$ cat config.mk
export PLATFORM = sky130hd
export DESIGN_NAME = ges_front_flat
export DESIGN_NICKNAME = d
export VERILOG_FILES = /design/src/design/gain_envelope_shaper_assert.svh /design/src/design/ges_pkg.sv /design/src/design/ges_in_if.sv /design/src/design/ges_front.sv /design/src/flat_wrapper.sv
export SDC_FILE = /design/constraint.sdc
export NUM_CORES = 1
export LEC_CHECK = 0
export BUFFER_PORTS_ARGS = -buffer_cell sky130_fd_sc_hd__buf_2
export CAP_MARGIN = 10
export CORE_MARGIN = 2
export CORE_UTILIZATION = 54
export CTS_BUF_LIST = sky130_fd_sc_hd__clkbuf_4 sky130_fd_sc_hd__clkbuf_8
export CTS_CLUSTER_SIZE = 28
export DETAILED_ROUTE_END_ITERATION = 12
export PLACE_DENSITY = 0.81
export SYNTH_ARGS = -nofsm -noshare
export SYNTH_HDL_FRONTEND = slang
export SYNTH_SLANG_ARGS = --single-unit
$ cat constraint.sdc
create_clock -name clk -period 3.9 [get_ports clk]
set_input_delay 0.39 -clock clk [delete_from_list [all_inputs] [get_ports clk]]
set_output_delay 0.39 -clock clk [all_outputs]
set_load 0.05 [all_outputs]
$ cat src/design/gain_envelope_shaper_assert.svh
// Assertion macros of the gain envelope shaper back end
`ifndef GAIN_ENVELOPE_SHAPER_ASSERT_SVH
`define GAIN_ENVELOPE_SHAPER_ASSERT_SVH
`ifndef SYNTHESIS
`define GES_ASSERT(lbl, prop) \
	lbl: assert property (@(posedge clk) disable iff (!arst_n) (prop)) \
		else $error("assertion failed");
`define GES_ASSERT_IMP(lbl, ante, cons) \
	lbl: assert property (@(posedge clk) disable iff (!arst_n) (ante) |-> (cons)) \
		else $error("assertion failed");
`else
`define GES_ASSERT(lbl, prop)
`define GES_ASSERT_IMP(lbl, ante, cons)
`endif
`endif

$ cat src/design/ges_pkg.sv
// Shared types and constants of the gain envelope shaper
`timescale 1ns / 1ps
package ges_pkg;
	localparam int POS_W  = 24;
	localparam int FRAC_W = 16;
	localparam int CFG_IDX_W = 2;

	localparam logic [CFG_IDX_W-1:0] REG_LAST_POINT = 2'd0;
	localparam logic [CFG_IDX_W-1:0] REG_SEL_LEN    = 2'd1;
	localparam logic [CFG_IDX_W-1:0] REG_MIX        = 2'd2;

	localparam logic MODE_POINT  = 1'b0;
	localparam logic MODE_SAMPLE = 1'b1;

	localparam logic [15:0] MIX_FULL = 16'd32768;
	localparam logic [7:0]  LAST_RESET = 8'd255;

	typedef struct packed {
		logic               mode;
		logic [7:0]         point_index;
		logic [14:0]        point_gain;
		logic signed [15:0] sample_in;
		logic               first_sample;
	} item_t;
endpackage

$ cat src/design/ges_in_if.sv
// Input request channel of the gain envelope shaper
`timescale 1ns / 1ps
interface ges_in_if;
	logic               valid;
	logic               ready;
	logic               mode;
	logic [7:0]         point_index;
	logic [14:0]        point_gain;
	logic signed [15:0] sample_in;
	logic               first_sample;

	modport source (output valid, mode, point_index, point_gain, sample_in, first_sample,
		input ready);
	modport sink (input valid, mode, point_index, point_gain, sample_in, first_sample,
		output ready);
endinterface

$ cat src/design/ges_front.sv
// Front end: accepts requests into a two-entry queue
`timescale 1ns / 1ps
module ges_front
	import ges_pkg::*;
(
	input  logic    clk,
	input  logic    arst_n,
	ges_in_if.sink  in_ch,
	output logic    q_valid,
	output item_t   q_item,
	input  logic    q_pop
);
	item_t      entry_q [2];
	logic       wr_ptr_q;
	logic       rd_ptr_q;
	logic [1:0] count_q;
	logic       push;

	assign in_ch.ready = (count_q != 2'd2);
	assign push = in_ch.valid && in_ch.ready;
	assign q_valid = (count_q != 2'd0);
	assign q_item = entry_q[rd_ptr_q];

	always_ff @(posedge clk) begin
		if (push) begin
			entry_q[wr_ptr_q] <= '{mode: in_ch.mode, point_index: in_ch.point_index,
				point_gain: in_ch.point_gain, sample_in: in_ch.sample_in,
				first_sample: in_ch.first_sample};
		end
	end

	always_ff @(posedge clk or negedge arst_n) begin
		if (!arst_n) begin
			wr_ptr_q <= 1'b0;
			rd_ptr_q <= 1'b0;
			count_q  <= 2'd0;
		end else begin
			if (push) wr_ptr_q <= ~wr_ptr_q;
			if (q_pop) rd_ptr_q <= ~rd_ptr_q;
			case ({push, q_pop})
				2'b10:   count_q <= count_q + 2'd1;
				2'b01:   count_q <= count_q - 2'd1;
				default: count_q <= count_q;
			endcase
		end
	end
endmodule

$ cat src/flat_wrapper.sv
// flat-port wrapper written by rule: the top's interface ports become plain ports
module ges_front_flat import ges_pkg::*;
  (clk, arst_n, q_valid, q_item, q_pop, in_ch_valid, in_ch_mode, in_ch_point_index, in_ch_point_gain, in_ch_sample_in, in_ch_first_sample, in_ch_ready);
  ges_in_if in_ch_i ();
  input  logic clk;
  input  logic arst_n;
  output logic q_valid;
  output item_t q_item;
  input  logic q_pop;
  input wire logic [$bits(in_ch_i.valid)-1:0] in_ch_valid;
  input wire logic [$bits(in_ch_i.mode)-1:0] in_ch_mode;
  input wire logic [$bits(in_ch_i.point_index)-1:0] in_ch_point_index;
  input wire logic [$bits(in_ch_i.point_gain)-1:0] in_ch_point_gain;
  input wire logic [$bits(in_ch_i.sample_in)-1:0] in_ch_sample_in;
  input wire logic [$bits(in_ch_i.first_sample)-1:0] in_ch_first_sample;
  output wire logic [$bits(in_ch_i.ready)-1:0] in_ch_ready;
  assign in_ch_i.valid = in_ch_valid;
  assign in_ch_i.mode = in_ch_mode;
  assign in_ch_i.point_index = in_ch_point_index;
  assign in_ch_i.point_gain = in_ch_point_gain;
  assign in_ch_i.sample_in = in_ch_sample_in;
  assign in_ch_i.first_sample = in_ch_first_sample;
  assign in_ch_ready = in_ch_i.ready;
  ges_front u_core (.clk(clk), .arst_n(arst_n), .in_ch(in_ch_i), .q_valid(q_valid), .q_item(q_item), .q_pop(q_pop));
endmodule
==> results of run 1 <==
routing by layer:
metal  GRT usage, %  wire, µm  vias to the layer above
li1               -         -                      751
met1           19.1      2130                      753
met2           24.8      2460                       59
met3           3.91       311                       10
met4           10.3       131                        0
met5              0         0                        -
worst paths after layout:
kind	start	to	cells after the start
setup / recovery	u_core.rd_ptr_q	q_item[4]	3
hold / removal	in_ch_sample_in[8]	u_core.entry_q[0][9]	1
setup reg to reg	u_core.count_q[0]	u_core.entry_q[0][17]	3
hold reg to reg	u_core.count_q[1]	u_core.count_q[1]	1
max in group asynchronous	arst_n	u_core.rd_ptr_q	2
min in group asynchronous	arst_n	u_core.wr_ptr_q	2
worst max-delay path: cells and delay by family (launching register included):
kind / cells / cell delay (ps)
buf+inv: 2 / 630
mux: 1 / 340
flops: 1 / 930
layout make-up:
| cell class | instances | area [µm²] | share of cell area [%] |
|---|---|---|---|
| flip-flops and latches | 86 | 2560 | 64.2 |
| multi-input cells | 53 | 703 | 17.6 |
| clock inverters | 5 | 51.3 | 1.28 |
| repair buffers | 89 | 453 | 11.3 |
| well taps | 75 | 93.8 | 2.35 |
| clock buffers | 10 | 131 | 3.29 |
placed cells by master (no fill, tap or decap):
master / Yosys / routed
nor2_1: 2 / 1
xnor2_1: 3 / 3
edfxtp_1: 82 / 82
dlygate4sd3_1: 0 / 1
dfrtp_2: 0 / 1
clkbuf_4: 0 / 1
nand2b_1: 1 / 1
ha_1: 1 / 1
or2_2: 1 / 1
nand2_1: 1 / 1
mux2_2: 2 / 2
clkinv_2: 0 / 2
xor2_1: 2 / 2
bufinv_16: 0 / 1
clkinv_1: 0 / 1
nor2_4: 0 / 1
buf_4: 0 / 1
dfrtp_1: 4 / 3
clkbuf_8: 0 / 9
and3_2: 0 / 1
buf_2: 0 / 87
clkinvlp_4: 0 / 1
mux2_4: 39 / 39
report_power, final:
part / leakage, nW / switching (mW) / total (mW) / internal [mW]
clock network: 0.0930 / 0.282 / 0.577 / 0.295
logic: 0.718 / 1.02 / 1.53 / 0.507
registers: 0.807 / 0.140 / 1.41 / 1.27
cell families after synthesis:
logic type | Yosys count | share of synthesized area, %
mux | 41 | 18.2
flops | 86 | 76.5
simple gates | 6 | 0.897
fa+ha+maj | 1 | 0.374
buf+inv | 5 | 2.73
xor+xnor | 5 | 1.31
state kept, by name, indices dropped and copies added (netlist names):
signal	cells
u_core.wr_ptr_q	1
u_core.count_q	2
u_core.rd_ptr_q	1
u_core.entry_q	82
stage by stage:
stage | instance area (µm²) | util (%) | total power [mW] | hold slack, ps
2_1_floorplan | 3350 | - | 2.77 | 94.4
3_3_place_gp | 3800 | 63.9 | 2.95 | 199
3_5_place_dp | 3800 | 63.9 | 2.97 | 202
4_1_cts | 4000 | 67.1 | 3.55 | 206
5_1_grt | 4000 | 67.1 | 3.68 | 209
6_report | 4000 | 67.1 | 3.51 | 227
Yosys cell counts (all sizes together):
library cell  count  area share, %
edfxtp           82             74
mux2             41             18
buf               5            2.7
dfrtp             4            3.0
xnor2             3           0.78
nor2              2           0.22
xor2              2           0.52
and3              1           0.19
ha                1           0.37
nand2             1           0.11
nand2b            1           0.19
or2               1           0.19
what timing repair did:
| action | in CTS | in global routing |
|---|---|---|
| gates resized for setup | 0 | 0 |
| hold endpoints to repair | 4 | 0 |
| setup endpoints to repair | 0 | 0 |
| hold buffers | 1 | 0 |
==> metrics.cfg, run 1 <==
[route]
via_per_inst=4.95
firstDrtPassIters=3
ant_nets=0
drt_iter0_drc=84
avgRoutedWirePerCell_um=15.8
dr_total_vias=1573
drc=0
wirelength_um=5030

[synth]
synth_nets=190
ys_seq_area_share_pct=76.5
syn_inst=144
syn_avg_cell_area_um2=23.3
ys_warn_count=0
syn_area_um2=3350
yosysUniqueCellTypes=14
synth-seq-cells=86

[timing]
hold_viol=0
finalCriticalPeriod_ps=2640
grt_setup_unrepaired=no
setup_tns_ps=0
fin_ws_ps=1260
relSlewSlack_pct=22.7
period_share_pct=67.6
tightest_slew_ps=1160
max_freq_mhz=379
drv_slew=0
skew_ps=7.87
setup_viol=0

[setup_path]
worstSetupStartpointType=register
critical_path.max_stage_delay_ps=930
cp_slowest_cell=dfrtp_2
path_cells=buf_4 -> mux2_4 -> buf_2
worstSetupEndpointType=output port
path_max_fanout=28
reg2reg_slack_ps=1890
crit_arrival_ps=2250
cp.required_ps=3510
crit_type=register to output port

[grt]
grt_pass1_vias=1563
grt_max_degree=42
grt_overflow_total=0
grt_pass1_wl_um=7370
grt_usage_pct=15.6
antenna_found_initial=0

[cts]
root_buffer=clkbuf_8
clock_path_buffers=2
cts_tree=yes
postCtsSetupRepairBufs=0
htreeDepth=3
cts_sinks=86
clk_latency_ps=340
path_clk_slew_ps=80
cts-buffers-inserted=9

[min_path]
hp-class=input pin to register

[floorplan]
core_area_um2=5960
die-area_um2=6850
initial_core_util_pct=56.2
rows=28
dieHeight_um=82.7
ios=88
die_w_um=82.7

[power]
irDropWorstVdd_v=0.000457
leakage_nw=1.62
power_density_nw_per_um2=879

[flow_run]
max_cap_violations=0

[final_layout]
synthToLayoutAreaGrowth_pct=19.4
final_nets=285
final_cells=318
drive_gt1_share_pct=60.5
antenna-diode-count=0
num-fill-cells=413

[placed_design]
portBuffers=87
dp.final_hpwl_um=3220
dp_slack_ps=1600
place_inst=302
gp_congestion=0.706

[run_status]
outcome=finished, final reports clean

No activity file was read; power rests on OpenSTA's default activity.
==> run 2: changes to the inputs <==
- ABC_AREA: unset -> 1
- clock period: 3.9 -> 2.7 ns (I/O delays scaled with it)
==> run 2 against run 1 <==
Area after synthesis grew 1.6%. Design area rose by 2.6%. Clock skew fell by 1.7 ps. Hold slack worse by 110 ps. First-iteration DRC count increased by 36%. Critical endpoint is now q_item[33]. Largest power group unchanged. Die area increased by 1.6%. Clock power rose by 47%.
==> metrics.cfg, run 2 <==
[synth]
synth_flop_cell=edfxtp_1
synth_edf_count=82  ; unchanged
netlist_top_cells_area=edfxtp_1 (72%), o21ai_2 (7.7%), inv_1 (5.1%), nand2_1 (5.1%), dfrtp_1 (2.9%)
yosysUniqueCellTypes=18  ; +4
syn_area_um2=3400  ; +1.6%
yosys.area_share.adder_pct=0.368  ; -0.0060 points
ys_seq_area_share_pct=75.3  ; -1.2 points
syn_inst=239  ; +66%
synth-seq-cells=86  ; unchanged
synth_compound_area_share_pct=9.49  ; +9.5 points
async_reset_ff_share_pct=4.65  ; unchanged
synth_most_common_cell=edfxtp_1
synth-simple-area-share_pct=6.47  ; +5.6 points
synthTopCellsByCount=edfxtp_1 (82), inv_1 (46), nand2_1 (46), o21ai_2 (30), o21ai_0 (11)
syn_avg_cell_area_um2=14.2  ; -39%
yosys-mux-area-fraction_pct=0  ; -18 points
synth_top_family_by_area=compound AO/OA/AOI/OAI gates
yosys.area.top_type_share_pct=72.4  ; -1.2 points
synth_nets=285  ; +50%
ys_warn_count=0  ; unchanged
synth-xor-area-share_pct=0.515  ; -0.79 points
synth_top_area_cell=edfxtp_1

[timing]
fin_ws_ps=627  ; -636 ps
max_freq_mhz=483
finalCriticalPeriod_ps=2070
grt_setup_unrepaired=no
tightest_slew_ps=538  ; -619 ps
hold_viol=0  ; unchanged
setup_tns_ps=0  ; unchanged
setup_viol=0  ; unchanged
skew_ps=6.13  ; -1.74 ps
period_share_pct=76.8
drv_slew=0  ; unchanged
relSlewSlack_pct=64.1  ; +41 points

[route]
via_per_inst=4.67  ; -5.5%
ant_nets=0  ; unchanged
avgRoutedWirePerCell_um=12.9  ; -19%
dr_total_vias=1925  ; +22%
drc=0  ; unchanged
wirelength_um=5300  ; +5.3%
firstDrtPassIters=4  ; +1
drt_iter0_drc=114  ; +36%

[cts]
clock_path_buffers=2  ; unchanged
clk_latency_ps=340  ; about the same
cts-buffers-inserted=9  ; unchanged
post_cts_resized=0  ; unchanged
path_clk_slew_ps=80  ; about the same
root_buffer=clkbuf_8
postCtsSetupRepairBufs=0  ; unchanged
htreeDepth=3  ; unchanged
cts_tree=yes
hold_buffers=1  ; unchanged
cts_sinks=86  ; unchanged

[final_layout]
largest_register_ff_count=82  ; unchanged
final_nets=378  ; +33%
mostFrequentLayoutCells=buf_2 (87), edfxtp_1 (82), inv_1 (46), nand2_1 (46), o21ai_2 (30)
regMostFlops=u_core.entry_q
final_common_cell=buf_2
synthToLayoutAreaGrowth_pct=20.5
drive_gt1_share_pct=41.5  ; -19 points
reg_top3=u_core.entry_q: 82 flops, u_core.count_q: 2 flops
antenna-diode-count=0  ; unchanged

[power]
leakage_nw=1.76  ; +8.5%
p_clk_share_pct=16.1  ; -0.3 points
combPwrFrac_pct=45.9  ; +2.5 points
intPower_mw=2.80  ; +35%
irDropWorstVdd_v=0.000856  ; +87%
p_sw_share_pct=46.8  ; +5.8 points
seqPwrFrac_pct=38.0  ; -2.1 points
power_density_nw_per_um2=1290  ; +46%
power_switching_mw=2.47  ; +71%

[setup_path]
worstSetupEndpointType=output port
crit_arrival_ps=1800  ; -450 ps
cp.required_ps=2430  ; -1080 ps
path_max_fanout=44  ; +57%
crit_type=register to output port
worstSetupStartpointType=register

[flow_run]
max_cap_violations=0  ; unchanged

[grt]
grt_overflow_total=0  ; unchanged
antenna_found_initial=0  ; unchanged
grtUsageMet2_pct=28.3  ; +3.5 points
grt_max_degree=45  ; +7.1%
grt_pass1_vias=1900  ; +22%
use_met1_pct=18.5  ; -0.62 points
gr-usage-met3_pct=4.57  ; +0.66 points
grt_pass1_wl_um=8580  ; +16%
grt_usage_pct=16.2  ; +0.60 points
busiest_layer=met2

[floorplan]
rows=28  ; unchanged
ios=88  ; unchanged
die-area_um2=6950  ; +1.6%
core_area_um2=5990  ; +0.59%
die_w_um=83.4  ; +0.78%
dieHeight_um=83.4  ; +0.78%
initial_core_util_pct=56.8  ; +0.59 points

[placed_design]
dp.final_hpwl_um=3670  ; +14%
dp_slack_ps=967  ; -637 ps
gp_congestion=0.762  ; +8.0%
portBuffers=87  ; unchanged

[run_status]
outcome=finished, final reports clean

[min_path]
hp-class=input pin to register

==> run 2: cell types whose count changed in the layout (fill, tap and decap cells not counted), sizes merged, moves of 2 or more <==
cell and change:
nand2 +47, inv +46, mux2 -41, o21ai +41, buf +2, xnor2 -2
==> run 2: cell type report <==
| cell class | count | area, µm² |
|---|---|---|
| Inverter | 46 | 173 |
| Fill cell | 448 | 1890 |
| Tap cell | 75 | 93.8 |
| Multi-Input combinational cell | 98 | 581 |
| Sequential cell | 86 | 2570 |
| Clock inverter | 6 | 62.6 |
| Timing Repair Buffer | 91 | 493 |
| Clock buffer | 10 | 131 |
==> run 2: worst paths after layout <==
| kind | from | to | slack [ps] | depth (start not counted) |
|---|---|---|---|---|
| max | u_core.rd_ptr_q | q_item[33] | 630 | 4 |
| min | in_ch_sample_in[3] | u_core.entry_q[1][4] | 110 | 1 |
| max reg2reg | u_core.count_q[0] | u_core.entry_q[1][13] | 1130 | 5 |
| min reg2reg | u_core.count_q[0] | u_core.count_q[0] | 510 | 1 |
| max in group asynchronous | arst_n | u_core.rd_ptr_q | 2300 | 2 |
| min in group asynchronous | arst_n | u_core.wr_ptr_q | 260 | 2 |
==> run 2: logic make-up (layout without fill, tap and decap cells) <==
kind of cell             after synthesis  in the layout
adder cells (fa/ha/maj)                1              1
XOR/XNOR                               2              2
AND/OR/NAND/NOR                       53             53
buffers and inverters                 55            153
AO/OA/AOI/OAI                         42             42
flip-flops                            86             86
==> run 2: power groups by stage <==
stage               clock [mW]  sequential [mW]  combinational, mW
floorplan                    0             1.92               2.11
global placement             0             2.02               2.42
detailed placement           0             2.03               2.46
CTS                      0.871             2.01               2.46
global route             0.933             2.04               2.58
finish                   0.849             2.00               2.42
==> run 2: worst max-delay path: stages, from the launching register on <==
cell	delay, ps
dfrtp_4	710
buf_12	300
nand2_1	80
o21ai_0	70
buf_2	290
==> run 2: per-layer routing <==
metal  up-vias  wire length, µm  share of wire [%]
met3        10              273                5.2
met4         0              103                1.9
met1       871             2100                 40
met5         -                0                  0
li1        993                -                  -
met2        51             2820                 53
==> run 2: stage by stage <==
step	utilization [%]	power, mW	hold slack, ps	cells	area (µm²)
3_3_place_gp	65.0	4.44	81.4	395	3900
6_report	68.4	5.27	113	412	4100
4_1_cts	68.4	5.33	97.6	412	4100
2_1_floorplan	-	4.02	-25.6	239	3410
5_1_grt	68.4	5.55	97.0	412	4100
3_5_place_dp	65.0	4.49	82.9	395	3900
==> run 3: changes to the inputs <==
- ABC_AREA: 1 -> 0
- CORE_UTILIZATION: 54 -> 49
- PLACE_DENSITY: 0.81 -> 0.78
- clock period: 2.7 -> 1.7 ns (I/O delays scaled with it)
==> run 3 against run 2 <==
The flow now finishes with violations (negative setup slack). Sequential share of layout area shrank 7.5 points. Via count shrank 9.6%. Hold slack lost 99 ps. Sequential cell count is the same. Utilization grew 0.87 points. Design area grew 14%. Die area grew 8.0%. Worst setup slack lost 640 ps. Cell count shrank 14%. Non-clock buffer count grew 27. Sequential power grew 53%. Global-route usage shrank 0.26 points.
==> metrics.cfg, run 3 (same netlist as run 1, synthesis figures left out) <==
[run_status]
outcome=complete, but fails checks
violations=negative setup slack

[placed_design]
place_area_um2=3910  ; +0.42%
gp_congestion=0.667  ; -12%
dp.final_hpwl_um=3400  ; -7.1%
dp_slack_ps=309  ; -659 ps
place_inst=312  ; -21%
portBuffers=87  ; unchanged

[route]
avgRoutedWirePerCell_um=16.7  ; +30%
dr_total_vias=1741  ; -9.6%
ant_nets=0  ; unchanged
firstDrtPassIters=4  ; unchanged
drc=0  ; unchanged
via_per_inst=4.93  ; +5.6%
drt_iter0_drc=97  ; -15%
wirelength_um=5880  ; +11%

[power]
combPwrFrac_pct=51.1  ; +5.2 points
irDropWorstVdd_v=0.000988  ; +15%
p_sw_share_pct=38.1  ; -8.7 points
intPower_mw=5.79  ; +110%
power_switching_mw=3.56  ; +44%
seqPwrFrac_pct=32.8  ; -5.2 points
leakage_nw=1.90  ; +8.0%
p_clk_share_pct=16.1  ; about the same
power_density_nw_per_um2=2010  ; +56%

[final_layout]
regMostFlops=u_core.entry_q
final_cells=353  ; -14%
final_common_cell=edfxtp_1
largest_register_ff_count=82  ; unchanged
reg_top3=u_core.entry_q: 82 flops, u_core.count_q: 2 flops
final_core_util_pct=69.3  ; +0.87 points
synthToLayoutAreaGrowth_pct=39.1
finalInstanceArea_um2=4660  ; +14%
antenna-diode-count=0  ; unchanged
final_nets=314  ; -17%
drive_gt1_share_pct=58.6  ; +17 points
mostFrequentLayoutCells=edfxtp_1 (82), buf_2 (54), mux2_4 (40)

[floorplan]
dieHeight_um=86.7  ; +3.9%
die_w_um=86.7  ; +3.9%
ios=88  ; unchanged
initial_core_util_pct=49.8  ; -7.0 points
die-area_um2=7510  ; +8.0%
rows=30  ; +7.1%
core_area_um2=6720  ; +12%

[grt]
grt_pass1_wl_um=8710  ; +1.5%
antenna_found_initial=0  ; unchanged
grt_pass1_vias=1868  ; -1.7%
grt_max_degree=24  ; -47%
grt_usage_pct=16.0  ; -0.26 points
grt_overflow_total=0  ; unchanged

[setup_path]
crit_buf_inv=3  ; +1
cp_slowest_cell=dfrtp_2
cp.required_ps=1530  ; -900 ps
worstSetupEndpointType=output port
worstSetupStartpointType=register
crit_type=register to output port
reg2reg_slack_ps=330  ; -800 ps
critical_path.max_stage_delay_ps=440  ; -270 ps
path_max_fanout=8  ; -82%
crit_arrival_ps=1550  ; -250 ps
path_delay_family=buffers and inverters
path_cells=buf_6 -> buf_16 -> mux2_4 -> buf_8

[cts]
clk_latency_ps=340  ; about the same
cts-buffers-inserted=9  ; unchanged
cts_sinks=86  ; unchanged
htreeDepth=3  ; unchanged
path_clk_slew_ps=80  ; about the same
root_buffer=clkbuf_8
clock_path_buffers=2  ; unchanged
cts_tree=yes

[timing]
max_freq_mhz=583
drv_slew=0  ; unchanged
setup_tns_ps=-55.1  ; -55.1 ps
hold_viol=0  ; unchanged
skew_ps=8.19  ; +2.06 ps
fin_ws_ps=-15.8  ; -643 ps
tightest_slew_ps=252  ; -286 ps
finalCriticalPeriod_ps=1720
period_share_pct=101
grt_setup_unrepaired=yes
relSlewSlack_pct=83.2  ; +19 points
setup_viol=13  ; +13

[min_path]
hp-class=input pin to register

[flow_run]
max_cap_violations=0  ; unchanged

==> run 3: cell count changes in the layout (fill, tap and decap cells not counted), moves of 3 or more <==
cell           before  now
buf_2              87   54
inv_1              46    0
dlygate4sd3_1       1   20
buf_8               0    3
buf_6               0   31
o21ai_0            11    0
o21ai_2            30    0
nand2_1            46    0
mux2_4              0   40
==> run 3: what timing repair did <==
action	CTS	global route
gates resized for setup	71	2
hold buffers	14	6
gates cloned	3	0
endpoints found under the hold margin	29	10
setup buffers	2	0
setup endpoints to repair	33	41
==> run 3: worst paths after layout <==
check,end,cells after the start,from
hold / removal,u_core.entry_q[1][21],1,in_ch_point_gain[4]
hold reg to reg,u_core.count_q[0],1,u_core.count_q[0]
min in group asynchronous,u_core.wr_ptr_q,2,arst_n
setup reg to reg,u_core.entry_q[0][22],4,u_core.count_q[0]
max in group asynchronous,u_core.rd_ptr_q,2,arst_n
setup / recovery,q_item[16],4,u_core.rd_ptr_q
==> run 3: metrics by stage <==
stage	power, mW	hold WS [ps]
after floorplan	6.38	-126
after global placement	6.96	-17.6
after detailed placement	7.00	-17.5
after CTS	9.40	0.0799
after global routing	9.71	0.328
final	9.36	13.8
==> run 3: cell type report <==
cell class                 instances  area (µm²)
sequential                        86        2560
fill                             436        2060
timing repair buffer             118        1050
multi-input combinational         53         722
clock buffer                      10         131
tap                               80         100
clock inverter                     6        85.1
==> run 3: power by group through the flow <==
stage	Combinational [mW]	Sequential [mW]	Clock, mW
6_report	4.78	3.07	1.51
5_1_grt	4.97	3.11	1.63
4_1_cts	4.78	3.07	1.55
3_3_place_gp	3.89	3.08	0
3_5_place_dp	3.88	3.11	0
2_1_floorplan	3.32	3.06	0
==> run 3: layer usage <==
layer / global-route usage, % / vias to the layer above / share of wire (%)
met1: 17.1 / 854 / 37
met2: 29.0 / 64 / 55
met5: 0 / - / 0
met4: 8.95 / 0 / 2.9
li1: - / 808 / -
met3: 3.62 / 15 / 4.8
==> run 3: worst register-to-register path: stages (launching register included) <==
cell and delay (ps):
dfrtp_1 410, nand2b_4 170, nand2_4 70, nor2_4 130, buf_4 280
